### src/rtl/core/atp_pkg.sv
// Shared types, constants and coefficient tables for the arctangent pipeline.
`timescale 1ns / 1ps
`default_nettype none
package atp_pkg;

    localparam int DATA_WIDTH   = 32;
    localparam int FRAC_BITS    = 30;
    localparam int COEF_FRAC    = 60;
    localparam int TW           = 40;                 // signed Horner value
    localparam int MW           = TW - 1;             // magnitude of a Horner value
    localparam int SW           = 33;                 // x squared, unsigned
    localparam int DIV_STEPS    = 32;                 // quotient bits, one per stage
    localparam int HORNER_STEPS = 5;
    localparam int STEP_STAGES  = 3;
    localparam int PIPE_DEPTH   = 3 + HORNER_STEPS * STEP_STAGES + 1 + DIV_STEPS + 3;

    typedef logic signed [TW-1:0] t_val;
    typedef logic [SW-1:0]        t_sq;

    typedef struct packed {
        logic [MW-1:0]                rem;
        logic [MW-1:0]                den;
        logic [DIV_STEPS-1:0]         quo;
        logic                         neg;
        logic signed [DATA_WIDTH-1:0] x;
    } t_div_word;

    // Q60 constant to Q(FRAC_BITS), magnitude rounded half away from zero
    function automatic t_val f_coef(input logic signed [63:0] c);
        logic [63:0] m;
        logic [63:0] r;
        m = c;
        if (c < 0) begin
            m = 64'd0 - m;
        end
        r = (m >> (COEF_FRAC - FRAC_BITS)) + ((m >> (COEF_FRAC - FRAC_BITS - 1)) & 64'd1);
        if (c < 0) begin
            return t_val'(-$signed({1'b0, r[MW-1:0]}));
        end
        return t_val'($signed({1'b0, r[MW-1:0]}));
    endfunction

    // numerator: start value P4, then P3..P0, last step adds nothing (p = s*t)
    localparam t_val NUM_T0 = f_coef(-64'sd7824362901665297);
    localparam t_val NUM_STEP [0:HORNER_STEPS-1] = '{
        f_coef(-64'sd123772144987453957),
        f_coef(-64'sd514335909323355293),
        f_coef(-64'sd775934472941750981),
        f_coef(-64'sd384307168202282325),
        t_val'(0)
    };

    // denominator: start value Q5, then Q4..Q0
    localparam t_val DEN_T0 = f_coef(64'sd9060826304364361);
    localparam t_val DEN_STEP [0:HORNER_STEPS-1] = '{
        f_coef(64'sd196317903261227813),
        f_coef(64'sd1177907419567366880),
        f_coef(64'sd2860632304663605279),
        f_coef(64'sd3019556321589361128),
        f_coef(64'sd1152921504606846976)
    };

endpackage
`default_nettype wire

### src/rtl/core/atp_horner_step.sv
// One Horner step t_out = coef + s*t, three register stages.
`timescale 1ns / 1ps
`default_nettype none
module atp_horner_step (
    input  wire                 i_clk,
    input  wire                 i_en,
    input  atp_pkg::t_sq        i_s,
    input  atp_pkg::t_val       i_t,
    input  atp_pkg::t_val       i_coef,
    output atp_pkg::t_val       o_t
);
    localparam int LO = 20;
    localparam int HI = atp_pkg::MW - LO;
    localparam int PW = atp_pkg::SW + atp_pkg::MW + 1;
    localparam logic [PW-1:0] RND = PW'(1) << (atp_pkg::FRAC_BITS - 1);

    atp_pkg::t_val              t_abs;
    logic [atp_pkg::MW-1:0]     tmag;
    logic [atp_pkg::SW+LO-1:0]  n_pp_lo, r_pp_lo;
    logic [atp_pkg::SW+HI-1:0]  n_pp_hi, r_pp_hi;
    logic                       r_neg1, r_neg2;
    logic [PW-1:0]              sum;
    logic [atp_pkg::MW-1:0]     n_mag, r_mag;
    atp_pkg::t_val              n_t, r_t;

    // split the multiplier into two narrow partial products
    always_comb begin
        t_abs   = i_t[atp_pkg::TW-1] ? -i_t : i_t;
        tmag    = t_abs[atp_pkg::MW-1:0];
        n_pp_lo = {{LO{1'b0}}, i_s} * {{atp_pkg::SW{1'b0}}, tmag[LO-1:0]};
        n_pp_hi = {{HI{1'b0}}, i_s} * {{atp_pkg::SW{1'b0}}, tmag[atp_pkg::MW-1:LO]};
    end

    // recombine, round half away from zero on the magnitude
    always_comb begin
        sum   = PW'(r_pp_lo) + (PW'(r_pp_hi) << LO) + RND;
        n_mag = sum[atp_pkg::FRAC_BITS+atp_pkg::MW-1:atp_pkg::FRAC_BITS];
    end

    always_comb begin
        if (r_neg2) begin
            n_t = i_coef - $signed({1'b0, r_mag});
        end else begin
            n_t = i_coef + $signed({1'b0, r_mag});
        end
    end

    always_ff @(posedge i_clk) begin
        if (i_en) begin
            r_pp_lo <= n_pp_lo;
            r_pp_hi <= n_pp_hi;
            r_neg1  <= i_t[atp_pkg::TW-1];
            r_mag   <= n_mag;
            r_neg2  <= r_neg1;
            r_t     <= n_t;
        end
    end

    assign o_t = r_t;
endmodule
`default_nettype wire

### config.mk
export PLATFORM = sky130hd
export DESIGN_NAME = atp_horner_step
export DESIGN_NICKNAME = d
export VERILOG_FILES = /design/src/rtl/core/atp_pkg.sv /design/src/rtl/core/atp_horner_step.sv
export SDC_FILE = /design/constraint.sdc
export NUM_CORES = 2
export LEC_CHECK = 0
export ABC_AREA = 1
export ABC_CLOCK_PERIOD_IN_PS = 14320
export BUFFER_PORTS_ARGS = -buffer_cell sky130_fd_sc_hd__buf_2
export CAP_MARGIN = 20
export CELL_PAD_IN_SITES_DETAIL_PLACEMENT = 1
export CELL_PAD_IN_SITES_GLOBAL_PLACEMENT = 1
export CORE_MARGIN = 1
export CORE_UTILIZATION = 40
export CTS_BUF_LIST = sky130_fd_sc_hd__clkbuf_16
export CTS_CLUSTER_SIZE = 30
export DETAILED_ROUTE_END_ITERATION = 10
export PLACE_DENSITY_LB_ADDON = 0.05
export SYNTH_ARGS = -nofsm -noshare
export SYNTH_HDL_FRONTEND = slang
export SYNTH_SLANG_ARGS = --single-unit
### constraint.sdc
create_clock -name i_clk -period 14.32 [get_ports i_clk]
set_input_delay 2.148 -clock i_clk [delete_from_list [all_inputs] [get_ports i_clk]]
set_output_delay 2.148 -clock i_clk [all_outputs]
set_load 0.05 [all_outputs]
==> results.yml <==
outcome:
  status: "completed"
hold_path:
  holdPathEnd: "r_neg2"
  hold_depth: 0
  worstHoldStart: "r_neg1"
  min_path_type: "reg2reg"
finish:
  fillers: 15979
  seqCellArea_um2: 4890
  multi_input_area_um2: 40900
  layout_commonest_cell: "inv_1"
  drive_gt1_frac: 0.0489
  layout_common_cells: "1605 x inv_1, 1409 x nand2_1, 1078 x fa_1"
  finalNetCount: 8248
  final_cell_count_no_fill: 8425
  area_growth_pct: 6.25
clock_network:
  post_cts_buffers: 0
  path_clk_slew_ns: 0.08
  cts-root-buf: "clkbuf_16"
  tritoncts: "yes"
  post_cts_resized: 0
  numCtsBuffers: 17
  clock_sinks: 163
  clock_latency_ns: 0.47
  hold_buffers: 0
  htreeDepth: 4
  clockBufferDepth: 2
synth:
  synthCells: 6655
  post_synth.cell_area_avg_um2: 7.94
  synth_ff_type: "edfxtp_1"
  synth_compound_gate_area_share: 0.0608
  seq_area_frac_synth: 0.0927
  synth-seq-cells: 163
  async_flop_share: 0
  synth_fp_nets: 8234
  synth-edff-count: 163
  synth_xor_area_frac: 0.0323
  synth_warnings: 0
  ys_types: 56
  synth_simple_gate_area_frac: 0.180
  synth_top_family_by_area: "adder cells"
  synthAdderAreaFrac: 0.500
  synth_mux_area_frac: 0
  syn_area_um2: 52800
detailed_routing:
  drtAntennaViolNets: 0
  routed_wl_um: 208000
  drc_errors: 0
  firstDrtPassIters: 6
  drtIter0Drc: 3298
  vias: 44469
  viasPerCell: 5.28
  avgRoutedWirePerCell_um: 24.7
place:
  hpwl_um: 167000
  gp_congestion: 0.947
  port_buffers: 154
  place_inst: 8392
global_route:
  grt_max_degree: 93
  grt-ovfl-total: 0
  grt_util_all_layers: 0.321
  grt_pass1_vias: 48142
  grt_antenna_before_repair: 2
  grt_pass1_wl_um: 314000
critical_path:
  cp-end-kind: "flip-flop"
  critPathMostFrequentCell: "fa_1"
  timing.rr.start: "r_mag[0]"
  critPathMaxFanout: 21
  crit_buf_inv: 8
  path_class: "in2reg"
  worstPathArrival_ns: 10.88
  cpMaxStageDelayCell: "inv_1"
  r2r_cells: 18
  cp.required_ns: 14.53
  reg2reg_slack_ns: 9.51
  startpoint_type: "input pin"
  crit_family: "adder cells"
  rr_endpoint: "o_t[36]"
  slowest_delay_ns: 1.02
timing:
  finalSetupViolCount: 0
  clock.fmax_ghz: 0.0937
  max_slew.worst_pin.slew_ns: 1.14
  hold_violations: 0
  slew_headroom: 0.241
  finClkSkew_ns: 0.0260
  slew_violations: 0
  fin_crit_sh: 0.745
  rsz0062_at_grt: "false"
  finalSetupTns_ns: 0
  period_minus_slack_ns: 10.67
die:
  start_util: 0.405
  top_level_ports: 155
  core_um2: 130000
  die_w_um: 365
  die_h_um: 365
  rows: 132
  dieArea_um2: 134000
job:
  cap_violations: 0
==> layout make-up <==
cell class / count / share of cell area
inverters: 1632 / 0.109
flip-flops and latches: 163 / 0.0872
clock buffers: 17 / 0.00758
well taps: 1742 / 0.0388
repair buffers: 231 / 0.0246
diodes: 1 / 0.0000446
clock inverters: 15 / 0.00326
multi-input cells: 4624 / 0.729
==> synth_stat cells (all sizes together), types with 17 or more instances <==
library cell | instances | area share
nand4 | 20 | 0.0024
nand3 | 126 | 0.012
a21o | 24 | 0.0034
xor2 | 134 | 0.022
a31oi | 51 | 0.0060
o21ai | 158 | 0.015
xnor2 | 61 | 0.010
edfxtp | 163 | 0.093
nor2 | 752 | 0.054
inv | 1617 | 0.11
ha | 386 | 0.091
o21a | 17 | 0.0024
clkbuf | 205 | 0.015
buf | 31 | 0.0034
nor4 | 20 | 0.0027
o21bai | 22 | 0.0031
nor3 | 43 | 0.0044
nand2 | 1419 | 0.10
fa | 1078 | 0.41
a21oi | 252 | 0.025
==> state kept, by name (all words and copies together), names as in the netlist <==
| register | count |
|---|---|
| r_mag | 39 |
| r_neg1 | 1 |
| o_t | 40 |
| r_pp_hi | 49 |
| r_neg2 | 1 |
| r_pp_lo | 33 |
==> routing by layer <==
layer  vias up  GRT usage  wire length [µm]
met5         -          0                 0
li1      19699          -                 -
met3       214     0.0641             17500
met4         0     0.0658              4800
met1     23063      0.466             95200
met2      1493      0.494             90600
==> worst max-delay path by stage <==
stage / end / cells past startpoint / start / slack (ns)
global route: r_pp_lo[34] / 33 / i_t[0] / 3.21
global placement: r_pp_lo[34] / 30 / i_t[39] / 3.31
detailed placement: r_pp_lo[34] / 29 / i_t[39] / 3.26
CTS: r_pp_lo[34] / 33 / i_t[0] / 3.73
finish: r_pp_lo[34] / 33 / i_t[0] / 3.65
floorplan: r_pp_lo[32] / 31 / i_t[0] / 5.40
==> logic make-up (layout without fill, tap and decap cells) <==
logic type | after synthesis | in the layout
and+or+nand+nor | 2402 | 2402
buffers and inverters | 1868 | 1895
adders and majority gates | 1464 | 1464
AOI/OAI and AO/OA | 563 | 563
xor gates and xnor gates | 195 | 195
DFF | 163 | 163
other | 0 | 1
==> metrics by stage <==
step                      setup slack, ns  hold WS, ns   util  cell area (µm²)
after floorplan                      5.40        0.400      -            52800
after global placement               3.31        0.405  0.426            55500
after detailed placement             3.26        0.410  0.426            55500
after CTS                            3.73        0.429  0.431            56100
after global routing                 3.21        0.433  0.431            56100
final                                3.65        0.428  0.431            56100
Power is left out: the tool's default activity adds up to more than one toggle a clock period on the data nets, which glitch-free logic cannot reach.
