**config.mk**
```make
export PLATFORM = sky130hd
export DESIGN_NAME = atp_div_stage
export DESIGN_NICKNAME = d
export VERILOG_FILES = /design/src/rtl/core/atp_pkg.sv /design/src/rtl/core/atp_div_stage.sv
export SDC_FILE = /design/constraint.sdc
export NUM_CORES = 1
export LEC_CHECK = 0
export BUFFER_PORTS_ARGS = -buffer_cell sky130_fd_sc_hd__buf_2
export CELL_PAD_IN_SITES_DETAIL_PLACEMENT = 0
export CELL_PAD_IN_SITES_GLOBAL_PLACEMENT = 2
export CORE_MARGIN = 2
export CORE_UTILIZATION = 32
export DETAILED_ROUTE_END_ITERATION = 12
export PLACE_DENSITY = 0.88
export SKIP_LAST_GASP = 1
export SLEW_MARGIN = 20
export SYNTH_ARGS = -nofsm -noshare
export SYNTH_HDL_FRONTEND = slang
export SYNTH_SLANG_ARGS = --single-unit
export TNS_END_PERCENT = 1
```
**constraint.sdc**
```tcl
create_clock -name i_clk -period 4.8 [get_ports i_clk]
set_input_delay 0.96 -clock i_clk [delete_from_list [all_inputs] [get_ports i_clk]]
set_output_delay 0.96 -clock i_clk [all_outputs]
set_load 0.005 [all_outputs]
```
**src/rtl/core/atp_pkg.sv**
```systemverilog
// Shared types, constants and coefficient tables for the arctangent pipeline.
`timescale 1ns / 1ps
`default_nettype none
package atp_pkg;

    localparam int DATA_WIDTH   = 32;
    localparam int FRAC_BITS    = 30;
    localparam int COEF_FRAC    = 60;
    localparam int TW           = 40;                 // signed Horner value
    localparam int MW           = TW - 1;             // magnitude of a Horner value
    localparam int SW           = 33;                 // x squared, unsigned
    localparam int DIV_STEPS    = 32;                 // quotient bits, one per stage
    localparam int HORNER_STEPS = 5;
    localparam int STEP_STAGES  = 3;
    localparam int PIPE_DEPTH   = 3 + HORNER_STEPS * STEP_STAGES + 1 + DIV_STEPS + 3;

    typedef logic signed [TW-1:0] t_val;
    typedef logic [SW-1:0]        t_sq;

    typedef struct packed {
        logic [MW-1:0]                rem;
        logic [MW-1:0]                den;
        logic [DIV_STEPS-1:0]         quo;
        logic                         neg;
        logic signed [DATA_WIDTH-1:0] x;
    } t_div_word;

    // Q60 constant to Q(FRAC_BITS), magnitude rounded half away from zero
    function automatic t_val f_coef(input logic signed [63:0] c);
        logic [63:0] m;
        logic [63:0] r;
        m = c;
        if (c < 0) begin
            m = 64'd0 - m;
        end
        r = (m >> (COEF_FRAC - FRAC_BITS)) + ((m >> (COEF_FRAC - FRAC_BITS - 1)) & 64'd1);
        if (c < 0) begin
            return t_val'(-$signed({1'b0, r[MW-1:0]}));
        end
        return t_val'($signed({1'b0, r[MW-1:0]}));
    endfunction

    // numerator: start value P4, then P3..P0, last step adds nothing (p = s*t)
    localparam t_val NUM_T0 = f_coef(-64'sd7824362901665297);
    localparam t_val NUM_STEP [0:HORNER_STEPS-1] = '{
        f_coef(-64'sd123772144987453957),
        f_coef(-64'sd514335909323355293),
        f_coef(-64'sd775934472941750981),
        f_coef(-64'sd384307168202282325),
        t_val'(0)
    };

    // denominator: start value Q5, then Q4..Q0
    localparam t_val DEN_T0 = f_coef(64'sd9060826304364361);
    localparam t_val DEN_STEP [0:HORNER_STEPS-1] = '{
        f_coef(64'sd196317903261227813),
        f_coef(64'sd1177907419567366880),
        f_coef(64'sd2860632304663605279),
        f_coef(64'sd3019556321589361128),
        f_coef(64'sd1152921504606846976)
    };

endpackage
`default_nettype wire

```
**src/rtl/core/atp_div_stage.sv**
```systemverilog
// One restoring-division stage: one quotient bit per cycle while i_en is high.
`timescale 1ns / 1ps
`default_nettype none
module atp_div_stage (
    input  wire                 i_clk,
    input  wire                 i_en,
    input  atp_pkg::t_div_word  i_w,
    output atp_pkg::t_div_word  o_w
);
    logic [atp_pkg::MW:0]  trial;
    logic [atp_pkg::MW:0]  diff;
    logic                  ge;
    atp_pkg::t_div_word    n_w, r_w;

    always_comb begin
        trial = {i_w.rem, i_w.quo[atp_pkg::DIV_STEPS-1]};
        diff  = trial - {1'b0, i_w.den};
        ge    = trial >= {1'b0, i_w.den};
        n_w   = i_w;
        n_w.rem = ge ? diff[atp_pkg::MW-1:0] : trial[atp_pkg::MW-1:0];
        n_w.quo = {i_w.quo[atp_pkg::DIV_STEPS-2:0], ge};
    end

    always_ff @(posedge i_clk) begin
        if (i_en) begin
            r_w <= n_w;
        end
    end

    assign o_w = r_w;
endmodule
`default_nettype wire

```
==> out/qor.yml, run 1 <==
status: "finished clean"
cts_buffers: 17
dr.pass1.iters: 4
finalSetupViolCount: 0
fin_crit_sh_pct: 71.83
power_frac_comb_pct: 17.9
grt_pass1_vias: 5470
largest_reg_flops: 143
worstPathArrival_ns: 3.62
grt_usage_pct: 16.66
power.density_mw_per_mm2: 373.7
tritoncts: "done"
io_pins: 288
fill_cells: 2093
syn_area_per_cell_um2: 12.04
grt_max_degree: 99
final_cells: 1176
clockPowerShare_pct: 38.1
antenna_found_initial: 2
hold_viol_final: 0
critPathLaunchType: "input port"
initial_core_util_pct: 32.66
yosysWarnings: 0
drtIter0Drc: 234
area_growth_pct: 32.63
cts_hold_buf: 0
relSlewSlack_pct: 37.94
syn_area_mm2: 0.007128
htreeDepth: 4
vias_per_cell: 4.750
cp_data_required_time_ns: 4.97
ys_types: 61
syn_nets: 777
cts_resized: 0
cp_max_fo: 39
cts.clk_slew.worst_paths_ns: 0.07
synth-seq-cells: 143
grt_overflow: 0
io_buffers: 287
p_switching_w: 0.0009832
cp-end-kind: "register"
seq_area_frac_synth_pct: 60.24
dp_cells: 1143
syn_inst: 592
ant_nets: 0
rsz0062_at_grt: "false"
hpwl_mm: 15.30
nets: 1067
ys_async_sr_fraction_pct: 0
cts_root_buf: "clkbuf_16"
hold_depth: 1
coreArea_mm2: 0.02182
fmax_mhz: 290.0
cts_buffer_depth: 2
vdd_drop_max_v: 0.0001671
grt_pass1_wl_mm: 30.46
post_cts_buffers: 0
clock_sinks: 143
routed_wl_mm: 19.81
switching_share_pct: 27.83
fin_tns_setup_ns: 0
place.gp.congestion: 0.8681
synth_edf_count: 143
die-height_um: 153.3
place_area_mm2: 0.008856
intPower_w: 0.002550
drive_gt1_share_pct: 37.21
period_needed_ns: 3.448
power.leakage_nw: 4.199
die_x_um: 153.3
vias: 5586
hp-class: "input port to register"
ys.flop_type: "edfxtp_1"
criticalPathCategory: "input port to register"
p_seq_share_pct: 44.0
avgRoutedWirePerCell_um: 16.85
cap_violations: 0
rows: 54
tightest_slew_ns: 0.9310
dieArea_mm2: 0.02349
slew_violations: 0
design_area_mm2: 0.009454
drc: 0
## kinds of logic (layout without fill, tap and decap cells)
logic type,Yosys count,count (layout),share of synthesized area [%]
muxes,4,4,0.7197
and+or+nand+nor,144,144,9.514
DFF,143,143,60.24
AOI/OAI and AO/OA,169,169,15.17
other,0,1,0
xor gates and xnor gates,26,26,3.195
adders and majority gates,40,40,7.127
buffers and inverters,66,369,4.037
## layer usage
metal	track usage, %	vias to the layer above	routed length, um
met3	4.508	20	1278
met4	5.247	0	280
met5	0	-	0
met1	21.35	2581	8907
met2	27.51	196	9345
li1	-	2789	-
## final cells by class
class / instances / area (um2) / share of cell area, %
sequential: 143 / 4294 / 45.42
multi-input combinational: 383 / 2547 / 26.95
timing repair buffer: 292 / 1493 / 15.79
clock buffer: 17 / 425.4 / 4.500
tap: 280 / 350.3 / 3.706
inverter: 45 / 171.4 / 1.813
clock inverter: 15 / 170.2 / 1.800
antenna: 1 / 2.502 / 0.02647
## worst paths after layout
kind                     from       end  slack (ns)
worst max-delay path  i_w[93]  o_w[126]        1.35
worst min-delay path  i_w[52]   o_w[53]        0.71
## critical path, cell delays in order
cell and delay (ns):
buf_2 0.09, inv_1 0.05, ha_1 0.38, a21oi_1 0.52
o211a_1 0.23, o21ai_0 0.14, a32oi_1 0.24, and3_2 0.40
buf_12 0.23, inv_4 0.06, mux2_4 0.29
## stage by stage
stage                     worst slack (ns)  hold slack [ns]  util (%)  total power [W]
after floorplan                      1.526            1.059         -         0.001916
after global placement              0.9219            1.136     40.58         0.002214
after detailed placement            0.8511            1.138     40.58         0.002221
after CTS                            1.308           0.6866     43.31         0.003585
after global routing                 1.078           0.6802     43.31         0.003706
final                                1.352           0.7084     43.32         0.003533
## synthesized netlist by cell type (all sizes together) (2+ instances only)
cell type / instances / area, um2
nand2b: 6 / 37.54
a211o: 2 / 17.52
o21a: 9 / 67.56
a21o: 23 / 172.7
buf: 10 / 72.57
o31ai: 7 / 52.55
mux2: 3 / 41.29
and3: 6 / 42.54
a21boi: 3 / 22.52
a32oi: 2 / 17.52
nor2b: 3 / 18.77
nand4: 6 / 37.54
nor2: 21 / 78.83
o21ai: 48 / 240.2
nand2: 65 / 244.0
xor2: 13 / 113.9
ha: 39 / 488.0
edfxtp: 143 / 4294
inv: 45 / 171.4
o311ai: 4 / 35.04
and4: 2 / 17.52
o311a: 2 / 20.02
o31a: 2 / 17.52
xnor2: 13 / 113.9
o21bai: 6 / 45.04
o211ai: 3 / 22.52
a31oi: 9 / 56.30
nand3: 13 / 65.06
and2: 7 / 46.30
nor3: 9 / 45.04
clkbuf: 11 / 43.79
a21oi: 38 / 190.2
## power groups by stage
stage	Sequential (W)	Combinational [W]	Clock, W
after floorplan	0.00160	0.000313	0
after global placement	0.00158	0.000634	0
after detailed placement	0.00158	0.000639	0
after CTS	0.00156	0.000641	0.00139
after global routing	0.00157	0.000705	0.00143
final	0.00156	0.000631	0.00135
## cells in the final DEF (no fill, tap or decap), types with 13 or more instances in the layout
| cell | instances |
|---|---|
| buf_2 | 286 |
| edfxtp_1 | 143 |
| nand2_1 | 65 |
| o21ai_0 | 46 |
| inv_1 | 44 |
| ha_1 | 39 |
| a21oi_1 | 38 |
| a21o_1 | 23 |
| nor2_1 | 21 |
| clkbuf_16 | 17 |
| xor2_1 | 13 |
| xnor2_1 | 13 |
| nand3_1 | 13 |
No activity file was read; power rests on OpenSTA's default activity.
==> run 2: changes to the inputs <==
--- a/config.mk
+++ b/config.mk
@@ -5,13 +5,14 @@
 export SDC_FILE = /design/constraint.sdc
 export NUM_CORES = 1
 export LEC_CHECK = 0
+export ABC_AREA = 1
 export BUFFER_PORTS_ARGS = -buffer_cell sky130_fd_sc_hd__buf_2
 export CELL_PAD_IN_SITES_DETAIL_PLACEMENT = 0
 export CELL_PAD_IN_SITES_GLOBAL_PLACEMENT = 2
 export CORE_MARGIN = 2
-export CORE_UTILIZATION = 32
+export CORE_UTILIZATION = 29
 export DETAILED_ROUTE_END_ITERATION = 12
-export PLACE_DENSITY = 0.88
+export PLACE_DENSITY = 0.85
 export SKIP_LAST_GASP = 1
 export SLEW_MARGIN = 20
 export SYNTH_ARGS = -nofsm -noshare
==> constraint.sdc (replaced) <==
create_clock -name i_clk -period 3.6 [get_ports i_clk]
set_input_delay 0.72 -clock i_clk [delete_from_list [all_inputs] [get_ports i_clk]]
set_output_delay 0.72 -clock i_clk [all_outputs]
set_load 0.005 [all_outputs]
==> run 2 against run 1 <==
Net effect:
- setup slack got worse by 0.26 ns
- largest cell class unchanged
- sequential share of layout area fell by 4.8 points
- global-route usage decreased by 0.44 points
==> out/qor.yml, run 2 <==
ant_nets: 0
area_growth_pct: 30.51
synth_top_cells_by_area: "edfxtp_1, nand2_1, inv_1"
nets: 1431
ys_async_sr_fraction_pct: 0
fin_ws_ns: 1.094
cp-end-kind: "register"
grt_usage_pct: 16.22
ys_types: 30
slew_violations: 0
grt_pass1_vias: 6660
synth_xor_area_share_pct: 2.269
dieArea_mm2: 0.02931
cts.clk_slew.worst_paths_ns: 0.07
synth_top_area_share_pct: 52.97
critPathLaunchType: "input port"
synth-seq-cells: 143
initial_core_util_pct: 29.34
syn_area_mm2: 0.008107
htreeDepth: 4
grt_overflow: 0
yosysWarnings: 0
yosys.area.top_type: "edfxtp_1"
relSlewSlack_pct: 55.48
hold_viol_final: 0
antenna_found_initial: 2
post-route-util_pct: 38.29
place_area_mm2: 0.01000
fin_tns_setup_ns: 0
power_w: 0.004770
fmax_mhz: 399.0
crit_start: "i_w[64]"
power.leakage_nw: 5.421
grt_pass1_wl_mm: 35.97
cts_root_buf: "clkbuf_16"
synthAdderAreaFrac_pct: 6.266
coreArea_mm2: 0.02763
finalSetupViolCount: 0
synth_edf_count: 143
dr.pass1.iters: 6
status: "finished clean"
avgRoutedWirePerCell_um: 14.86
design_area_mm2: 0.01058
tightest_slew_ns: 0.6677
fin_crit_sh_pct: 69.61
ys.flop_type: "edfxtp_1"
final_cell_mix: "nand2_1, buf_2, inv_1, edfxtp_1, nor2_1"
synth_compound_area_share_pct: 3.905
final_common_cell: "nand2_1"
cts_buffer_depth: 2
vdd_drop_max_v: 0.0002094
cp_max_fo: 65
cts_resized: 0
criticalPathCategory: "input port to register"
power.density_mw_per_mm2: 450.9
place.gp.congestion: 0.8246
worstPathArrival_ns: 2.81
io_buffers: 287
cts_hold_buf: 0
clock_sinks: 143
syn_inst: 945
period_needed_ns: 2.506
syn_nets: 1130
rsz0062_at_grt: "false"
syn_area_per_cell_um2: 8.578
rows: 61
vias: 6851
synth_top_family_by_area: "simple AND/OR/NAND/NOR gates"
io_pins: 288
vias_per_cell: 4.183
die_x_um: 171.2
fill_cells: 2970
yosysMostFrequentCell: "nand2_1"
tritoncts: "done"
grt_max_degree: 66
synthSimpleGateAreaFrac_pct: 24.28
die-height_um: 171.2
drive_gt1_share_pct: 27.32
cts_buffers: 17
post_cts_buffers: 0
synthTopCellsByCount: "nand2_1, inv_1, edfxtp_1"
cp_data_required_time_ns: 3.90
muxShareOfSynthArea_pct: 0
min-delay-start: "i_w[41]"
drtIter0Drc: 298
routed_wl_mm: 24.34
seq_area_frac_synth_pct: 52.97
largest_reg_flops: 143
drc: 0
dp_slack_ns: 0.5768
cap_violations: 0
hpwl_mm: 19.63
hp-class: "input port to register"
## run 2: stage by stage
step                hold slack (ns)  cells
global route                 0.4443   1638
floorplan                    0.8189    945
global placement             0.8967   1605
finish                       0.4629   1638
detailed placement           0.8981   1605
CTS                          0.4403   1637
## run 2: layout make-up
class / count / area (um2) / area share, %
Antenna cell: 1 / 2.502 / 0.02365
Multi-Input combinational cell: 591 / 2977 / 28.13
Tap cell: 378 / 473.0 / 4.470
Sequential cell: 143 / 4294 / 40.59
Timing Repair Buffer: 292 / 1505 / 14.23
Clock inverter: 15 / 148.9 / 1.407
Clock buffer: 17 / 425.4 / 4.021
Inverter: 201 / 754.5 / 7.131
## run 2: cell families (layout without fill, tap and decap cells)
logic type | count (synthesis) | after routing
other | 0 | 1
buffers and inverters | 211 | 525
flip-flops | 143 | 143
adder cells (fa/ha/maj) | 40 | 40
XOR/XNOR | 21 | 21
AND/OR/NAND/NOR | 470 | 470
AO/OA/AOI/OAI | 60 | 60
## run 2: worst paths after layout
check	cells past startpoint	endpoint	slack (ns)
worst min-delay path	1	o_w[42]	0.46
worst max-delay path	12	o_w[130]	1.09
## run 2: critical path, stage by stage
cell	delay, ns
buf_2	0.07
inv_1	0.04
ha_1	0.23
fa_1	0.46
nor2_1	0.16
o21ai_1	0.07
nand2_1	0.21
nand3_2	0.12
nand4_1	0.16
buf_12	0.28
nand3_1	0.18
nand2_1	0.10
## run 2: layer usage
layer | up-vias | wire length (um) | global-route usage (%)
met3 | 19 | 1575 | 3.912
met2 | 208 | 11490 | 27.59
li1 | 3597 | - | -
met1 | 3025 | 10950 | 20.51
met5 | - | 18 | 0
met4 | 2 | 304 | 4.569
## run 2: report_power, final
group	switching (W)	internal (W)	leakage, nW	total [W]
Sequential	0.0000346	0.00203	1.40	0.00207
Combinational	0.000575	0.000372	3.74	0.000947
Clock	0.000783	0.000974	0.278	0.00176
